--- src/rtl/core/lpm_pkg.sv ---
// ----------------------------------------------------------------------------
// lpm_pkg: shared types and constants for the lag pair matcher
// Record layout, command and status codes, table depth.
// ----------------------------------------------------------------------------
package lpm_pkg;

  // table depth (number of cells in the record ring)
  localparam int MAX_RECORDS = 64;

  localparam int IDX_W   = 6;
  localparam int COUNT_W = 7;
  localparam int FIELD_W = 16;

  typedef struct packed {
    logic [FIELD_W-1:0] year;
    logic [FIELD_W-1:0] location;
    logic [FIELD_W-1:0] stratum;
    logic [FIELD_W-1:0] source;
  } record_t;

  typedef enum logic [1:0] {
    CMD_CLEAR  = 2'd0,
    CMD_APPEND = 2'd1,
    CMD_QUERY  = 2'd2
  } cmd_t;

  typedef enum logic [1:0] {
    STAT_OK    = 2'd0,
    STAT_FULL  = 2'd1,
    STAT_RANGE = 2'd2
  } status_t;

endpackage

--- src/rtl/core/lpm_cell.sv ---
// ----------------------------------------------------------------------------
// lpm_cell: one record slot of the ring
// Loads a new record on append, otherwise takes its neighbor's record on shift.
// ----------------------------------------------------------------------------
module lpm_cell
  import lpm_pkg::*;
(
  input  logic    clk,
  input  logic    wr_en,
  input  record_t wr_rec,
  input  logic    shift_en,
  input  record_t rec_in,
  output record_t rec_out
);

  record_t rec;

  // payload only, no reset
  always_ff @(posedge clk) begin
    if (wr_en) begin
      rec <= wr_rec;
    end else if (shift_en) begin
      rec <= rec_in;
    end
  end

  assign rec_out = rec;

endmodule

--- src/rtl/core/lpm_ring.sv ---
// ----------------------------------------------------------------------------
// lpm_ring: circular chain of record cells
// Cell k takes from cell k+1 on shift, so the head shows record s after s
// shifts; a full turn of MAX_RECORDS shifts brings every record home.
// ----------------------------------------------------------------------------
module lpm_ring
  import lpm_pkg::*;
(
  input  logic             clk,
  input  logic             wr_en,
  input  logic [IDX_W-1:0] wr_index,
  input  record_t          wr_rec,
  input  logic             shift_en,
  output record_t          head
);

  record_t cell_rec [MAX_RECORDS];

  for (genvar k = 0; k < MAX_RECORDS; k++) begin : g_cell
    logic cell_wr;

    // write decode for this slot
    assign cell_wr = wr_en && (wr_index == IDX_W'(k));

    lpm_cell u_cell (
      .clk      (clk),
      .wr_en    (cell_wr),
      .wr_rec   (wr_rec),
      .shift_en (shift_en),
      .rec_in   (cell_rec[(k + 1) % MAX_RECORDS]),
      .rec_out  (cell_rec[k])
    );
  end

  assign head = cell_rec[0];

endmodule

--- src/rtl/core/lag_pair_matcher.sv ---
// ----------------------------------------------------------------------------
// lag_pair_matcher: record table with one-year lag pair search
// Clear, append or query records; a query lists every stored record with the
// same location, stratum and source and a year exactly one less.
// ----------------------------------------------------------------------------
//  channel | signals                                      | transfer
//  command | start, busy, cmd, year, location, stratum,   | start && !busy
//          | source, query_index                          |
//  result  | strobe, newer_index, older_index, found,     | strobe (one cycle)
//          | status, last                                 |
//
// Clear, append and refused items: one result in the cycle after the transfer,
// busy stays low. A query turns the record ring twice, once to pick up the
// queried record and once to compare against each record in index order,
// then closes in a finishing state; busy stays high throughout. Pairs appear
// as found while the scan runs, the last one when it ends. Synchronous reset
// empties the table; no clearing pass. Results cannot stall.
// ----------------------------------------------------------------------------
module lag_pair_matcher
  import lpm_pkg::*;
(
  input  logic               clk,
  input  logic               rst,
  input  logic               start,
  output logic               busy,
  input  logic [1:0]         cmd,
  input  logic [FIELD_W-1:0] year,
  input  logic [FIELD_W-1:0] location,
  input  logic [FIELD_W-1:0] stratum,
  input  logic [FIELD_W-1:0] source,
  input  logic [IDX_W-1:0]   query_index,
  output logic               strobe,
  output logic [IDX_W-1:0]   newer_index,
  output logic [IDX_W-1:0]   older_index,
  output logic               found,
  output logic [1:0]         status,
  output logic               last
);

  typedef enum logic [3:0] {
    ST_IDLE   = 4'b0001,
    ST_FETCH  = 4'b0010,
    ST_SCAN   = 4'b0100,
    ST_FINISH = 4'b1000
  } state_t;

  localparam logic [IDX_W-1:0]   LAST_STEP = IDX_W'(MAX_RECORDS - 1);
  localparam logic [COUNT_W-1:0] COUNT_MAX = COUNT_W'(MAX_RECORDS);

  state_t             state, state_next;
  logic [IDX_W-1:0]   step, step_next;
  logic [COUNT_W-1:0] record_count, record_count_next;
  logic [IDX_W-1:0]   qidx, qidx_next;
  record_t            key, key_next;
  logic               pend, pend_next;
  logic [IDX_W-1:0]   pend_idx, pend_idx_next;

  logic               strobe_next;
  logic [IDX_W-1:0]   newer_next, older_next;
  logic               found_next, last_next;
  status_t            status_next;

  logic               accept;
  logic               wr_en, shift_en;
  record_t            wr_rec, head;
  logic               hit;

  assign accept = start && !busy;
  assign busy   = (state != ST_IDLE);

  assign wr_rec.year     = year;
  assign wr_rec.location = location;
  assign wr_rec.stratum  = stratum;
  assign wr_rec.source   = source;

  lpm_ring u_ring (
    .clk      (clk),
    .wr_en    (wr_en),
    .wr_index (record_count[IDX_W-1:0]),
    .wr_rec   (wr_rec),
    .shift_en (shift_en),
    .head     (head)
  );

  // head record against the queried record; year + 1 formed without wrap
  assign hit = ({1'b0, step} < record_count) && (step != qidx) &&
               (head.location == key.location) && (head.stratum == key.stratum) &&
               (head.source == key.source) &&
               (({1'b0, head.year} + 17'd1) == {1'b0, key.year});

  // control and result selection
  always_comb begin
    state_next        = state;
    step_next         = step;
    record_count_next = record_count;
    qidx_next         = qidx;
    key_next          = key;
    pend_next         = pend;
    pend_idx_next     = pend_idx;
    wr_en             = 1'b0;
    shift_en          = 1'b0;
    strobe_next       = 1'b0;
    newer_next        = '0;
    older_next        = '0;
    found_next        = 1'b0;
    status_next       = STAT_OK;
    last_next         = 1'b1;

    unique case (state)
      ST_IDLE: begin
        if (accept) begin
          strobe_next = 1'b1;
          case (cmd_t'(cmd))
            CMD_CLEAR: begin
              record_count_next = '0;
            end
            CMD_APPEND: begin
              if (record_count >= COUNT_MAX) begin
                status_next = STAT_FULL;
              end else begin
                wr_en             = 1'b1;
                record_count_next = record_count + COUNT_W'(1);
              end
            end
            CMD_QUERY: begin
              if ({1'b0, query_index} >= record_count) begin
                newer_next  = query_index;
                status_next = STAT_RANGE;
              end else begin
                strobe_next = 1'b0;
                qidx_next   = query_index;
                step_next   = '0;
                pend_next   = 1'b0;
                state_next  = ST_FETCH;
              end
            end
            default: begin
            end
          endcase
        end
      end
      ST_FETCH: begin
        // one full turn; grab the queried record as it passes the head
        shift_en  = 1'b1;
        step_next = step + IDX_W'(1);
        if (step == qidx) begin
          key_next = head;
        end
        if (step == LAST_STEP) begin
          step_next  = '0;
          state_next = ST_SCAN;
        end
      end
      ST_SCAN: begin
        // second turn; each hit releases the previous one as not last
        shift_en  = 1'b1;
        step_next = step + IDX_W'(1);
        if (hit) begin
          if (pend) begin
            strobe_next = 1'b1;
            newer_next  = qidx;
            older_next  = pend_idx;
            found_next  = 1'b1;
            last_next   = 1'b0;
          end
          pend_next     = 1'b1;
          pend_idx_next = step;
        end
        if (step == LAST_STEP) begin
          state_next = ST_FINISH;
        end
      end
      ST_FINISH: begin
        strobe_next = 1'b1;
        newer_next  = qidx;
        if (pend) begin
          older_next = pend_idx;
          found_next = 1'b1;
        end
        state_next = ST_IDLE;
      end
      default: begin
        state_next = ST_IDLE;
      end
    endcase
  end

  // control registers
  always_ff @(posedge clk) begin
    if (rst) begin
      state        <= ST_IDLE;
      record_count <= '0;
      pend         <= 1'b0;
      strobe       <= 1'b0;
      step         <= '0;
    end else begin
      state        <= state_next;
      record_count <= record_count_next;
      pend         <= pend_next;
      strobe       <= strobe_next;
      step         <= step_next;
    end
  end

  // payload registers
  always_ff @(posedge clk) begin
    qidx        <= qidx_next;
    key         <= key_next;
    pend_idx    <= pend_idx_next;
    newer_index <= newer_next;
    older_index <= older_next;
    found       <= found_next;
    status      <= status_next;
    last        <= last_next;
  end

  // a matched pair is never a refusal
  a_found_ok: assert property (@(posedge clk) disable iff (rst)
    strobe && found |-> status == STAT_OK)
    else $error("found result with non-ok status");

  // a result without a pair closes its item
  a_miss_last: assert property (@(posedge clk) disable iff (rst)
    strobe && !found |-> last)
    else $error("not-found result not marked last");

  // the table never holds more than its depth
  a_count_max: assert property (@(posedge clk) disable iff (rst)
    record_count <= COUNT_MAX)
    else $error("record count past table depth");

  // the scan position advances one record per cycle
  a_scan_step: assert property (@(posedge clk) disable iff (rst)
    state == ST_SCAN && step != LAST_STEP |=> step == $past(step) + IDX_W'(1))
    else $error("scan step did not advance");

endmodule

--- config.mk ---
export PLATFORM = sky130hd
export DESIGN_NAME = lag_pair_matcher
export DESIGN_NICKNAME = d
export VERILOG_FILES = /design/src/rtl/core/lpm_pkg.sv /design/src/rtl/core/lpm_cell.sv /design/src/rtl/core/lpm_ring.sv /design/src/rtl/core/lag_pair_matcher.sv
export SDC_FILE = /design/constraint.sdc
export NUM_CORES = 2
export LEC_CHECK = 0
export ABC_CLOCK_PERIOD_IN_PS = 7300
export BUFFER_PORTS_ARGS = -buffer_cell sky130_fd_sc_hd__buf_4
export CORE_MARGIN = 2
export CORE_UTILIZATION = 50
export CTS_BUF_LIST = sky130_fd_sc_hd__clkbuf_4 sky130_fd_sc_hd__clkbuf_8
export DETAILED_ROUTE_END_ITERATION = 16
export PLACE_DENSITY = 0.65
export SETUP_SLACK_MARGIN = 0.1
export SLEW_MARGIN = 25
export SYNTH_ARGS = -nofsm -noshare
export SYNTH_HDL_FRONTEND = slang
export SYNTH_HIERARCHICAL = 1
export SYNTH_SLANG_ARGS = --single-unit
--- constraint.sdc ---
create_clock -name clk -period 7.3 [get_ports clk]
set_input_delay 0 -clock clk [delete_from_list [all_inputs] [get_ports clk]]
set_output_delay 0 -clock clk [all_outputs]
set_load 0.1 [all_outputs]
==> impl_results.md <==
* Setup CP Type: flop to flop
* Post-Syn Area per Cell at roughly 21 um^2
* Max Slew Vio Count at 0
* Seq pwr share at 0.553
* Leading area contributor after synthesis: edfxtp_1
* Final Hold Vio Count at 0
* Area grow syn2layout at 10.1%
* WP data arrival at 5.77 ns
* F_max at between 200 and 250 MHz
* Outcome: finished, final reports clean
* Sw Ratio at 0.218
* Final setup viols at 0
* Clock Path Buffers at 4
* Final min period at just under 5 ns
* Worst Skew at 0.0609 ns
* Fin area at approximately 210,000 um^2
* #FFs+latches synth at around 4,200
* Clk network pwr share at 0.427
* Top-count cell post-synth: edfxtp_1
* GRT Residual Overflow at 0
* Post-Synthesis Cell Area at ~190,000 um^2
* Clock slew at reported path FFs at roughly 0.070 ns
* # DRC at 0
* Initial antenna violation count at 18
* Post-synth top cells: 4,172 x edfxtp_1, 3,136 x mux2_4, 961 x mux2_2
* Total chip power at roughly 0.047 W
* Final Non-Filler Cells at around 15,000
* Seq/Total Area, Yosys at 0.658
* Top_reg_cell synth: edfxtp_1
* Share of cells above drive strength 1 at 0.539
* Row count at 227
* Comb power frac at 0.020
* Fillers at 28,900
* Via Count at 88,300
* Largest net degree at the start of global routing at 66
* Hold Crit Class: input port to flop
* Worst hold start: source[1]
* Die width at between 600 and 700 um
* PortBufs at just over 90
* Synth unique cells at between 60 and 70
* P_int at between 0.03 and 0.04 W
* Clk Latency, worst-skew pair at between 1 and 1.5 ns
* DR pass1 iterations at 7
* Area of the multi-input gates at 61,300 um^2
* Worst setup startpoint: state[1]
* First-pass GRT wire length at between 600,000 and 700,000 um
* Critical Path Start Type: flop
* Dpl cells at roughly 14,000
* Placeable Area at around 380,000 um^2
* Ports at 93
* Die ar. at 388,000 um^2
* Die Ht at 623 um
* Net switching power at ~0.010 W
* Slew @ Worst Pin at roughly 1.1 ns
* FFs w/ async S/R, synth at 0
* Relative slew slack at 0.240
* Routability cong. at approximately 0.84
* Setup Fix Bufs, Post-CTS at 0
* Reg2Reg Launch Point: state[1]
* CP max FO at 36
* Setup TNS at 0 ns
* Top area cells in the synthesized netlist: edfxtp_1 65%, mux2_4 25%, mux2_2 5.6%
* DR WL/cell at between 20 and 30 um
* CP required at slightly above 8 ns
* Top cell type's share of synthesized area at 0.654
* Power per Cell Area at ~220 nW/um^2
* Leak at 73.0 nW
* Worst Reg2Reg Path Length in Cells at 10
* Unrepaired setup endpoints after global routing: false
* CTS tree: yes
* Period utilization at 0.678
* Cts bufs inserted at 690
* Placed Area at 196,000 um^2
* Root Driver: clkbuf_8
* Initial Util at 0.502
* Vias per cell at ~5.7
* Dpl ws at around 2.4 ns
* Vias in the first global route at about 93,000
* VDD IR max at roughly 0.00018 V
* Final nets at roughly 10,000
* Syn. warnings at 6
* Syn_nets at between 9,000 and 10,000
* Post-synth EDFFs at roughly 4,200
* Total wire length at 435,000 um
* Syn Inst Count at ~9,200
* Register area at ~130,000 um^2
* Setup ws final at 2.35 ns
* Post-detail-place hpwl at around 260,000 um
* H-Tree Level Count at 6
* Final antenna-violating net count at 0
* Max Cap Viol at 0
* CTS sink count at about 4,200
* GRT Util Overall at 0.219
* CP Capture Type: flop
* Cells on Worst Hold Path at 3
* First DRT Iteration DRCs at 9,362
## final cells by class
cell class | instances | share of cell area
Sequential cell | 4207 | 0.597
Multi-Input combinational cell | 4529 | 0.291
Clock buffer | 957 | 0.0548
Tap cell | 5038 | 0.0299
Timing Repair Buffer | 450 | 0.0181
Clock inverter | 284 | 0.00860
Inverter | 16 | 0.000285
Antenna cell | 7 | 0.0000831
## final timing paths
path	end	slack, ns
setup / recovery	u_ring/g_cell[21].u_cell/rec_out[12]	2.35
hold / removal	u_ring/g_cell[47].u_cell/rec_out[1]	0.10
setup reg to reg	u_ring/g_cell[21].u_cell/rec_out[12]	2.35
hold reg to reg	older_index[5]	0.50
## what timing repair did
action	in CTS	in global routing
hold buffers	124	0
resized for setup	0	0
endpoints found under the hold margin	3855	0
## through the flow
step | utilization | hold WS (ns)
floorplan | - | 0.0989
global placement | 0.514 | 0.203
detailed placement | 0.514 | 0.204
CTS | 0.552 | 0.000217
global route | 0.552 | 0.0408
finish | 0.552 | 0.103
## flip-flops by register name, summed over array words and instances (netlist names), 2 cells and up
register and count:
u_ring/g_cell.u_cell/rec_out 4096, key 64, record_count 7, newer_index 6, older_index 6, pend_idx 6
qidx 6, step 6, state 4, status 2
## per-layer routing
layer	up-vias	wire (um)	track usage
li1	37800	-	-
met1	47000	193000	0.311
met2	2964	205000	0.349
met3	592	30200	0.0429
met4	0	7890	0.0479
met5	-	0	0
## cell families (layout without fill, tap and decap cells)
| kind of cell | after synthesis | after routing | share of synthesized area |
|---|---|---|---|
| buf+inv | 476 | 1707 | 0.0248 |
| simple gates | 275 | 275 | 0.00824 |
| mux | 4098 | 4098 | 0.302 |
| compound gates | 61 | 61 | 0.00226 |
| xor+xnor | 77 | 77 | 0.00352 |
| fa+ha+maj | 18 | 18 | 0.00118 |
| other cells | 0 | 7 | 0 |
| flops | 4207 | 4207 | 0.658 |
## critical path, cell delays in order (launching register included)
cell      delay, ns
dfxtp_1        0.37
nor4b_1        0.45
and2_1         0.37
nand2_1        0.12
nor2_1         0.23
buf_4          0.23
nand3b_1       0.21
buf_4          0.37
nor2_4         0.75
or2_2          0.75
buf_4          0.56
## power groups by stage
| stage | combinational, W | sequential (W) | clock, W |
|---|---|---|---|
| detailed placement | 0.000888 | 0.0267 | 0 |
| global route | 0.000981 | 0.0262 | 0.0218 |
| global placement | 0.000872 | 0.0267 | 0 |
| CTS | 0.000952 | 0.0262 | 0.0207 |
| floorplan | 0.000145 | 0.0267 | 0 |
| finish | 0.000951 | 0.0262 | 0.0202 |
## placed cells by master, fill, tap and decap left out, drive strengths merged, types with 6 or more instances in the layout
cell,netlist,final
a21oi,12,12
a22o,6,6
a31oi,6,6
and3,9,9
buf,451,326
bufinv,0,12
clkbuf,9,957
clkinv,0,228
clkinvlp,0,10
dfxtp,35,35
diode,0,7
dlygate4sd3,0,124
edfxtp,4172,4172
ha,18,18
inv,16,50
mux2,4097,4097
nand2,15,15
nand3,13,13
nand3b,6,6
nand4,10,10
nand4bb,6,6
nor2,84,84
nor3,8,8
nor4,17,17
o21ai,13,13
or2,65,65
or4b,6,6
xnor2,30,30
xor2,47,47
Power figures use the tool's default switching activity.
